--- src/sv/bpsa_pkg.sv ---
package bpsa_pkg;

  localparam int LIMBS       = 64;
  localparam int RADIX       = 10000;
  localparam int FAC_LIMBS   = 5;
  localparam int LIMB_W      = 14;
  localparam int MAG_W       = 64;
  localparam int AW          = $clog2(LIMBS);
  localparam int LEN_W       = $clog2(LIMBS + 1);
  localparam int COL_W       = $clog2(LIMBS + FAC_LIMBS + 1);
  localparam int ACC_W       = 30;
  localparam int Q_W         = 17;
  localparam int RECIP_SHIFT = 43;
  localparam int PROD_W      = 2 * ACC_W;
  localparam int POS_W       = 6;
  localparam int SIGN_W      = 2;
  localparam int IN_W        = 64;
  localparam int OUT_W       = 88;

  localparam logic [ACC_W-1:0]  RECIP     = ACC_W'(879609303);
  localparam logic [SIGN_W-1:0] SIGN_ZERO = 2'b00;
  localparam logic [SIGN_W-1:0] SIGN_POS  = 2'b01;
  localparam logic [SIGN_W-1:0] SIGN_NEG  = 2'b11;

  typedef logic [LIMB_W-1:0] limb_t;
  typedef limb_t [FAC_LIMBS-1:0] digits_t;

  typedef struct packed {
    logic              pad;
    logic              overflow;
    logic [POS_W-1:0]  position;
    limb_t             limb;
    logic [SIGN_W-1:0] product_sign;
    logic [63:0]       sum;
  } out_item_t;

endpackage

--- src/sv/bignum_product_and_sum_accumulator.sv ---
// Accumulates a wrapping 64-bit sum and a signed base-10000 product over a set of
// numbers; an item with tlast set ends the set and emits one result per product
// limb, most significant first, then restarts at sum 0 and product +1. Items are
// taken one at a time. A zero factor, or a product already zero, skips the
// multiplication. Any other factor first goes through a bit-serial binary to
// base-10000 conversion of all 64 bits, then one column for each of the L + 5
// result limbs, L being the product's current limb count, each column five
// multiply-accumulate steps through the single 14x14 multiplier plus a read of
// the limb store and a pipelined divide by 10000. Emission reads each limb
// through the limb store's read port, and stalls only while the output register
// is full. Limbs beyond 64 are dropped; nonzero ones set the sticky overflow bit.
module bignum_product_and_sum_accumulator (
  input  logic                       clk,
  input  logic                       rst,
  input  logic                       s_axis_tvalid,
  output logic                       s_axis_tready,
  input  logic [bpsa_pkg::IN_W-1:0]  s_axis_tdata,  // value[63:0]
  input  logic                       s_axis_tlast,  // end_of_set
  output logic                       m_axis_tvalid,
  input  logic                       m_axis_tready,
  output logic [bpsa_pkg::OUT_W-1:0] m_axis_tdata,  // sum, product_sign, limb,
                                                    // limb_position, overflow, zero pad
  output logic                       m_axis_tlast   // last
);
  import bpsa_pkg::*;

  localparam logic [2:0] ST_IDLE    = 3'd0;
  localparam logic [2:0] ST_CONV    = 3'd1;
  localparam logic [2:0] ST_COL     = 3'd2;
  localparam logic [2:0] ST_DIV     = 3'd3;
  localparam logic [2:0] ST_EMIT_RD = 3'd4;
  localparam logic [2:0] ST_EMIT_LD = 3'd5;

  localparam logic [2:0] PH_DIV = 3'd5;

  logic [2:0]        state;
  logic [63:0]       sum;
  logic [SIGN_W-1:0] sign;
  logic [LEN_W-1:0]  length;
  logic              one;
  logic              overflow;
  logic              eos;
  logic              neg;
  logic [COL_W-1:0]  k;
  logic [2:0]        phase;
  logic [ACC_W-1:0]  acc;
  logic [Q_W-1:0]    carry;
  logic [LEN_W-1:0]  top;
  limb_t             win [FAC_LIMBS];
  logic              rd_live;
  logic              rd_one;
  logic [AW-1:0]     pos;
  out_item_t         out_item;
  logic              out_valid;

  logic              in_fire;
  logic [63:0]       mag;
  logic              conv_start;
  logic              conv_done;
  digits_t           digits;
  logic              dm_start;
  logic              dm_done;
  logic [Q_W-1:0]    dm_q;
  limb_t             dm_r;
  logic              ram_we;
  logic              ram_re;
  logic [AW-1:0]     ram_raddr;
  limb_t             ram_rdata;
  limb_t             rd_eff;
  limb_t             mac_a;
  limb_t             mac_b;
  logic [2*LIMB_W-1:0] mac_p;
  logic [ACC_W-1:0]  acc_next;
  logic [COL_W-1:0]  k_next;
  logic [LEN_W-1:0]  top_next;
  logic              col_in_store;
  logic              col_last;
  logic              emit_load;

  assign s_axis_tready = (state == ST_IDLE);
  assign in_fire       = s_axis_tvalid && s_axis_tready;
  assign mag           = s_axis_tdata[63] ? (~s_axis_tdata + 64'd1) : s_axis_tdata;
  assign conv_start    = in_fire && (mag != '0) && (sign != SIGN_ZERO);
  assign dm_start      = (state == ST_COL) && (phase == PH_DIV);

  assign rd_eff   = rd_live ? (rd_one ? LIMB_W'(1) : ram_rdata) : '0;
  assign mac_a    = (phase == 3'd0) ? rd_eff : win[phase];
  assign mac_b    = digits[phase];
  assign mac_p    = mac_a * mac_b;
  assign acc_next = ((phase == 3'd0) ? ACC_W'(carry) : acc) + ACC_W'(mac_p);

  assign k_next       = k + 1'b1;
  assign col_in_store = (k < COL_W'(LIMBS));
  assign col_last     = (k == COL_W'(length) + COL_W'(FAC_LIMBS - 1));
  assign top_next     = (col_in_store && dm_r != '0) ? LEN_W'(k) + 1'b1 : top;
  assign ram_we       = (state == ST_DIV) && dm_done && col_in_store;
  assign emit_load    = (state == ST_EMIT_LD) && (!out_valid || m_axis_tready);

  always_comb begin
    ram_re    = 1'b0;
    ram_raddr = '0;
    if (state == ST_CONV && conv_done) begin
      ram_re = 1'b1;
    end else if (state == ST_DIV && dm_done && !col_last
                 && k_next < COL_W'(length)) begin
      ram_re    = 1'b1;
      ram_raddr = k_next[AW-1:0];
    end else if (state == ST_EMIT_RD) begin
      ram_re    = 1'b1;
      ram_raddr = pos;
    end
  end

  bpsa_limb_ram #(
    .DEPTH(LIMBS),
    .WIDTH(LIMB_W)
  ) u_ram (
    .clk   (clk),
    .we    (ram_we),
    .waddr (k[AW-1:0]),
    .wdata (dm_r),
    .re    (ram_re),
    .raddr (ram_raddr),
    .rdata (ram_rdata)
  );

  bpsa_radix_conv u_conv (
    .clk    (clk),
    .rst    (rst),
    .start  (conv_start),
    .mag    (mag),
    .done   (conv_done),
    .digits (digits)
  );

  bpsa_divmod u_divmod (
    .clk   (clk),
    .rst   (rst),
    .start (dm_start),
    .acc   (acc),
    .done  (dm_done),
    .quot  (dm_q),
    .rem   (dm_r)
  );

  always_ff @(posedge clk) begin
    if (rst) begin
      state     <= ST_IDLE;
      sum       <= '0;
      sign      <= SIGN_POS;
      length    <= LEN_W'(1);
      one       <= 1'b1;
      overflow  <= 1'b0;
      out_valid <= 1'b0;
    end else begin
      if (out_valid && m_axis_tready && !emit_load) begin
        out_valid <= 1'b0;
      end
      unique case (state)
        ST_IDLE: begin
          if (in_fire) begin
            sum <= sum + s_axis_tdata;
            eos <= s_axis_tlast;
            neg <= s_axis_tdata[63];
            if (conv_start) begin
              state <= ST_CONV;
            end else begin
              sign   <= SIGN_ZERO;
              length <= LEN_W'(1);
              one    <= 1'b0;
              pos    <= '0;
              if (s_axis_tlast) begin
                state <= ST_EMIT_RD;
              end
            end
          end
        end
        ST_CONV: begin
          if (conv_done) begin
            k       <= '0;
            phase   <= '0;
            top     <= '0;
            rd_live <= 1'b1;
            rd_one  <= one;
            state   <= ST_COL;
          end
        end
        ST_COL: begin
          if (phase == PH_DIV) begin
            state <= ST_DIV;
          end else begin
            acc   <= acc_next;
            phase <= phase + 1'b1;
          end
        end
        ST_DIV: begin
          if (dm_done) begin
            top <= top_next;
            if (!col_in_store && dm_r != '0) begin
              overflow <= 1'b1;
            end
            if (col_last) begin
              one <= 1'b0;
              if (top_next == '0) begin
                sign   <= SIGN_ZERO;
                length <= LEN_W'(1);
                pos    <= '0;
              end else begin
                length <= top_next;
                pos    <= AW'(top_next - 1'b1);
                if (neg) begin
                  sign <= ~sign + 2'd1;
                end
              end
              state <= eos ? ST_EMIT_RD : ST_IDLE;
            end else begin
              k       <= k_next;
              phase   <= '0;
              rd_live <= (k_next < COL_W'(length));
              rd_one  <= 1'b0;
              state   <= ST_COL;
            end
          end
        end
        ST_EMIT_RD: begin
          state <= ST_EMIT_LD;
        end
        ST_EMIT_LD: begin
          if (emit_load) begin
            out_valid <= 1'b1;
            if (pos == '0) begin
              sum      <= '0;
              sign     <= SIGN_POS;
              length   <= LEN_W'(1);
              one      <= 1'b1;
              overflow <= 1'b0;
              state    <= ST_IDLE;
            end else begin
              pos   <= pos - 1'b1;
              state <= ST_EMIT_RD;
            end
          end
        end
        default: state <= ST_IDLE;
      endcase
    end
  end

  always_ff @(posedge clk) begin
    if (state == ST_DIV && dm_done) begin
      carry <= dm_q;
    end else if (state == ST_CONV) begin
      carry <= '0;
      for (int i = 0; i < FAC_LIMBS; i++) begin
        win[i] <= '0;
      end
    end else if (state == ST_COL && phase == 3'd0) begin
      win[0] <= rd_eff;
      for (int i = 1; i < FAC_LIMBS; i++) begin
        win[i] <= win[i-1];
      end
    end
  end

  always_ff @(posedge clk) begin
    if (emit_load) begin
      out_item.pad          <= 1'b0;
      out_item.overflow     <= overflow;
      out_item.position     <= POS_W'(pos);
      out_item.product_sign <= sign;
      out_item.sum          <= sum;
      if (sign == SIGN_ZERO) begin
        out_item.limb <= '0;
      end else if (one && pos == '0) begin
        out_item.limb <= LIMB_W'(1);
      end else begin
        out_item.limb <= ram_rdata;
      end
      m_axis_tlast <= (pos == '0);
    end
  end

  assign m_axis_tvalid = out_valid;
  assign m_axis_tdata  = out_item;

`ifndef NO_ASSERTIONS
  a_limb_range: assert property (@(posedge clk) disable iff (rst)
    m_axis_tvalid |-> out_item.limb < LIMB_W'(RADIX))
    else $error("emitted limb out of range");

  a_length_range: assert property (@(posedge clk) disable iff (rst)
    length != '0 && LEN_W'(length) <= LEN_W'(LIMBS))
    else $error("limb count out of range");

  a_zero_single: assert property (@(posedge clk) disable iff (rst)
    sign == SIGN_ZERO |-> length == LEN_W'(1))
    else $error("zero product with more than one limb");

  a_sign_code: assert property (@(posedge clk) disable iff (rst)
    m_axis_tvalid |-> out_item.product_sign != 2'b10)
    else $error("invalid product sign code");

  a_div_timing: assert property (@(posedge clk) disable iff (rst)
    dm_done |-> state == ST_DIV && $past(state, 3) == ST_COL)
    else $error("divide result outside column step");
`endif

endmodule

--- src/sv/bpsa_limb_ram.sv ---
module bpsa_limb_ram #(
  parameter int DEPTH = 64,
  parameter int WIDTH = 14
) (
  input  logic                     clk,
  input  logic                     we,
  input  logic [$clog2(DEPTH)-1:0] waddr,
  input  logic [WIDTH-1:0]         wdata,
  input  logic                     re,
  input  logic [$clog2(DEPTH)-1:0] raddr,
  output logic [WIDTH-1:0]         rdata
);

  logic [WIDTH-1:0] mem [DEPTH];

  always_ff @(posedge clk) begin
    if (we) begin
      mem[waddr] <= wdata;
    end
    if (re) begin
      rdata <= mem[raddr];
    end
  end

endmodule

--- src/sv/bpsa_radix_conv.sv ---
module bpsa_radix_conv (
  input  logic                     clk,
  input  logic                     rst,
  input  logic                     start,
  input  logic [bpsa_pkg::MAG_W-1:0] mag,
  output logic                     done,
  output bpsa_pkg::digits_t        digits
);
  import bpsa_pkg::*;

  localparam int CNT_W = $clog2(MAG_W);

  logic [MAG_W-1:0] shreg;
  logic [CNT_W-1:0] cnt;
  logic             busy;
  digits_t          digits_next;

  always_comb begin
    logic                carry;
    logic [LIMB_W:0]     dbl;
    carry = shreg[MAG_W-1];
    for (int d = 0; d < FAC_LIMBS; d++) begin
      dbl = {digits[d], carry};
      if (dbl >= (LIMB_W+1)'(RADIX)) begin
        digits_next[d] = LIMB_W'(dbl - (LIMB_W+1)'(RADIX));
        carry = 1'b1;
      end else begin
        digits_next[d] = dbl[LIMB_W-1:0];
        carry = 1'b0;
      end
    end
  end

  always_ff @(posedge clk) begin
    if (rst) begin
      busy <= 1'b0;
      done <= 1'b0;
      cnt  <= '0;
    end else begin
      done <= 1'b0;
      if (start) begin
        busy <= 1'b1;
        cnt  <= '0;
      end else if (busy) begin
        cnt <= cnt + 1'b1;
        if (cnt == CNT_W'(MAG_W - 1)) begin
          busy <= 1'b0;
          done <= 1'b1;
        end
      end
    end
  end

  always_ff @(posedge clk) begin
    if (start) begin
      shreg  <= mag;
      digits <= '0;
    end else if (busy) begin
      shreg  <= {shreg[MAG_W-2:0], 1'b0};
      digits <= digits_next;
    end
  end

endmodule

--- src/sv/bpsa_divmod.sv ---
module bpsa_divmod (
  input  logic                       clk,
  input  logic                       rst,
  input  logic                       start,
  input  logic [bpsa_pkg::ACC_W-1:0] acc,
  output logic                       done,
  output logic [bpsa_pkg::Q_W-1:0]   quot,
  output bpsa_pkg::limb_t            rem
);
  import bpsa_pkg::*;

  logic              s1_valid;
  logic [ACC_W-1:0]  s1_acc;
  logic [Q_W-1:0]    s1_q;
  logic [PROD_W-1:0] prod;
  logic [ACC_W:0]    diff;
  logic [ACC_W:0]    qmul;

  assign prod = acc * RECIP;
  assign qmul = (ACC_W+1)'(s1_q) * (ACC_W+1)'(RADIX);
  assign diff = (ACC_W+1)'(s1_acc) - qmul;

  always_ff @(posedge clk) begin
    if (rst) begin
      s1_valid <= 1'b0;
      done     <= 1'b0;
    end else begin
      s1_valid <= start;
      done     <= s1_valid;
    end
  end

  always_ff @(posedge clk) begin
    if (start) begin
      s1_acc <= acc;
      s1_q   <= prod[RECIP_SHIFT +: Q_W];
    end
    if (s1_valid) begin
      if (diff >= (ACC_W+1)'(RADIX)) begin
        rem  <= LIMB_W'(diff - (ACC_W+1)'(RADIX));
        quot <= s1_q + 1'b1;
      end else begin
        rem  <= LIMB_W'(diff);
        quot <= s1_q;
      end
    end
  end

endmodule
--- config.mk ---
export PLATFORM = sky130hd
export DESIGN_NAME = bignum_product_and_sum_accumulator
export DESIGN_NICKNAME = d
export VERILOG_FILES = /design/src/sv/bpsa_pkg.sv /design/src/sv/bignum_product_and_sum_accumulator.sv /design/src/sv/bpsa_limb_ram.sv /design/src/sv/bpsa_radix_conv.sv /design/src/sv/bpsa_divmod.sv
export SDC_FILE = /design/constraint.sdc
export NUM_CORES = 2
export LEC_CHECK = 0
export CORE_MARGIN = 2
export CORE_UTILIZATION = 35
export DETAILED_ROUTE_END_ITERATION = 8
export DONT_BUFFER_PORTS = 1
export HOLD_SLACK_MARGIN = 0.08
export SKIP_CTS_REPAIR_TIMING = 1
export SYNTH_ARGS = -nofsm -noshare
export SYNTH_HDL_FRONTEND = slang
export SYNTH_SLANG_ARGS = --single-unit
--- constraint.sdc ---
create_clock -name clk -period 19.1 [get_ports clk]
set_input_delay 2.865 -clock clk [delete_from_list [all_inputs] [get_ports clk]]
set_output_delay 2.865 -clock clk [all_outputs]
set_load 0.1 [all_outputs]
==> insert_results.sql <==
INSERT INTO impl_metrics (metric_group, metric, value, unit) VALUES
('routing', 'routed_wire_length_per_instance', '21.6', 'um'),
('final_layout', 'fillCellCount', '24600', ''),
('routing', 'first_iter_violations', '5265', ''),
('timing', 'timing.clock.skew', '45.6', 'ps'),
('routing', 'routed_wl', '245', 'mm'),
('cts', 'cts.path.max_buffers', '3', ''),
('die', 'initial_utilization', '35.2', '%'),
('synth', 'seq_area_frac_synth', '46.4', '%'),
('setup_path', 'worst_r2r_startpoint', 'phase[2]', ''),
('die', 'core_region_area', '256000', 'um^2'),
('synth', 'yosys_warnings', '0', ''),
('timing', 'fmaxAchievable', '107', 'MHz'),
('flow_run', 'drv_cap', '0', ''),
('final_layout', 'fin_nets', '9171', ''),
('global_routing', 'globalRoute.totalOverflow', '0', ''),
('timing', 'timing.final.max_slew_violations', '0', ''),
('timing', 'finalSetupViolations', '0', ''),
('synth', 'netlist-cell-type-count', '89', ''),
('worst_hold_path', 'min_to', 'm_axis_tdata[65]', ''),
('worst_hold_path', 'hold_path.startpoint', 'sign[1]', ''),
('synth', 'share_of_the_synthesized_area_in_the_top_cell_type', '42.8', '%'),
('routing', 'drt_pre_antenna_iters', '6', ''),
('global_routing', 'largest_net_degree_at_the_start_of_global_routing', '199', ''),
('timing', 'timing.slew.headroom', '11.0', '%'),
('setup_path', 'timing.critical_path.depth', '27', ''),
('timing', 'rsz0062_at_grt', 'false', ''),
('synth', 'synth.net_count', '9214', ''),
('cts', 'numCtsBuffers', '145', ''),
('setup_path', 'critical_path.top_delay_family', 'adder cells', ''),
('setup_path', 'crit_path_top_delay_cell', 'nor3b_4', ''),
('timing', 'final_min_period_over_clock_period', '49.1', '%'),
('routing', 'drt-vias-per-instance', '5.26', ''),
('die', 'pin_count', '160', ''),
('synth', 'synth_area_leaders', 'edfxtp_1 (43%), fa_1 (13%), ha_1 (9.0%)', ''),
('cts', 'cts_sinks', '1446', ''),
('die', 'die_width', '512', 'um'),
('setup_path', 'cp.required', '19610', 'ps'),
('die', 'die_area', '262000', 'um^2'),
('setup_path', 'regToRegSetupSlack', '9720', 'ps'),
('cts', 'cts.root.buffer_cell', 'clkbuf_16', ''),
('setup_path', 'number_of_buffer_and_inverter_instances_along_the_worst_setup_path', '6', ''),
('die', 'chipHeight', '512', 'um'),
('timing', 'tightest_slew', '1330', 'ps'),
('synth', 'ys_async_sr_fraction', '0', '%'),
('worst_hold_path', 'hold_path.class', 'reg -> reg', ''),
('synth', 'yosys_most_used_dff', 'edfxtp_1', ''),
('timing', 'hold_violations', '0', ''),
('cts', 'cts_tree', 'done', ''),
('placement', 'detailed_place_hpwl', '171', 'mm'),
('timing', 'finalWorstPathRequiredPeriod', '9380', 'ps'),
('routing', 'num_vias', '59700', ''),
('setup_path', 'crit_path_start_kind', 'flop', ''),
('placement', 'gp_congestion', '0.923', ''),
('synth', 'avgSynthCellArea', '11.4', 'um^2'),
('cts', 'clk-insertion-delay-late', '800', 'ps'),
('setup_path', 'crit-reg2reg-capture', 'acc[28]', ''),
('global_routing', 'vias_in_the_first_global_route', '60200', ''),
('status', 'run_status', 'finished, final reports clean', ''),
('die', 'rows', '186', ''),
('synth', 'synth-seq-cells', '1446', ''),
('setup_path', 'crit_path_kind', 'reg -> reg', ''),
('synth', 'synth.cell_area', '90200', 'um^2'),
('synth', 'postSynthCellCount', '7895', ''),
('global_routing', 'gr-usage-all-layers', '18.6', '%'),
('final_layout', 'synthToLayoutAreaGrowth', '9.87', '%'),
('setup_path', 'critical_path.max_fanout', '26', ''),
('global_routing', 'wire_length_of_the_first_global_routing_pass', '374', 'mm'),
('global_routing', 'grt_antenna_before_repair', '15', ''),
('routing', 'drc_errors', '0', ''),
('routing', 'final_antenna_net_count', '0', ''),
('cts', 'h-tree-depth', '4', ''),
('synth', 'count_of_flip_flops_with_a_built_in_enable_after_synthesis', '1284', ''),
('setup_path', 'worstSetupEndpointType', 'flop', ''),
('placement', 'port_buffers', '0', ''),
('setup_path', 'worst_path_largest_cell_delay', '900', 'ps'),
('timing', 'fin_setup_tns', '0', 'ps'),
('setup_path', 'critPathArrivalTime', '9890', 'ps'),
('worst_hold_path', 'cell_count_of_the_worst_hold_path', '0', ''),
('synth', 'synth_area_leader_cell', 'edfxtp_1', ''),
('cts', 'worst_path_clk_slew', '70', 'ps'),
('setup_path', 'r2r_cells', '27', ''),
('final_layout', 'post_route_cells_drive_above_1_share', '6.51', '%');
-- placed cells by master (no fill, tap or decap), types with 161 or more instances in the layout --
cell      count
fa_1        599
edfxtp_1   1284
inv_1      1017
xnor2_1     165
nor2_1      455
dfxtp_1     161
ha_1        651
nand3_1     340
nand2_1     908
a21oi_1     306
-- worst reg2reg max path, delay by kind of cell, from the launching register on --
kind | cells | cell delay, ps
adder cells (fa/ha/maj) | 7 | 3360
AND/OR/NAND/NOR | 8 | 2640
AO/OA/AOI/OAI | 6 | 1930
buffers and inverters | 6 | 620
flip-flops | 1 | 530
-- final cells by class --
cell class / instances / area, um^2 / share of cell area [%]
diodes: 3 / 7.51 / 0.00758
clock buffers: 179 / 3790 / 3.82
clock inverters: 79 / 807 / 0.815
inverters: 1018 / 3820 / 3.86
multi-input cells: 5094 / 43400 / 43.8
flip-flops and latches: 1446 / 41800 / 42.2
well taps: 3384 / 4230 / 4.27
repair buffers: 147 / 1180 / 1.19
-- synth_stat cells, types with 23 or more instances --
master / n
nor3_1: 58
clkbuf_1: 274
and2_1: 112
mux4_2: 82
nand4_1: 49
and3_1: 117
a311oi_1: 60
xnor2_1: 165
o21bai_1: 23
or3_1: 27
nand2_1: 909
nand3_1: 340
a31oi_1: 33
nor4_1: 46
edfxtp_1: 1284
a22oi_1: 75
a21o_1: 73
inv_1: 1017
buf_1: 44
o41ai_1: 29
ha_1: 651
dfxtp_1: 162
nand2b_1: 35
a22o_1: 27
o31ai_1: 29
fa_1: 599
mux2i_1: 55
nor2_1: 470
a21oi_1: 307
o21ai_0: 165
xor2_1: 129
nor2b_1: 40
o21a_1: 28
a211oi_1: 108
-- state kept, by name (all words and copies together) (netlist names), 30 cells and up, named ones only --
name / cells
acc: 30
m_axis_tdata: 87
sum: 64
u_conv.digits: 70
u_conv.shreg: 64
u_divmod.s1_acc: 30
u_ram.mem: 896
win: 70
-- per-stage QoR --
step	hold slack, ps	utilization (%)	setup WS, ps	cells	cell area, um^2
after floorplan	408	-	10590	7895	90200
after global placement	419	36.8	9870	11100	94500
after detailed placement	419	36.8	9800	11100	94500
after CTS	434	38.6	9750	11300	99100
after global routing	450	38.6	8970	11400	99100
final	432	38.6	9720	11400	99100
-- metal layers --
metal | share of wire [%] | global-route usage, % | vias up
met5 | 0.0053 | 0 | -
met4 | 3.6 | 6.38 | 2
met3 | 6.0 | 2.50 | 385
met2 | 47 | 30.2 | 1894
met1 | 43 | 25.4 | 30100
li1 | - | - | 27400
-- worst max-delay path by stage --
| stage | startpoint | to | slack, ps |
|---|---|---|---|
| finish | phase[2] | acc[28] | 9720 |
| global route | phase[2] | acc[28] | 8970 |
| CTS | phase[2] | acc[28] | 9750 |
| detailed placement | phase[2] | acc[28] | 9800 |
| global placement | phase[2] | acc[28] | 9870 |
| floorplan | phase[1] | acc[28] | 10590 |
-- logic make-up (layout without fill, tap and decap cells) --
logic type,Yosys count,in the layout,synth area share (%)
compound gates,1107,1107,8.25
mux,156,156,2.90
simple gates,2286,2286,11.6
flops,1446,1446,46.4
xor+xnor,294,294,2.86
buf+inv,1355,1423,5.67
fa+ha+maj,1250,1250,22.3
other cells,1,4,0.00416
Power is left out: the tool's default activity adds up to more than one toggle a clock period on the data nets, which glitch-free logic cannot reach.
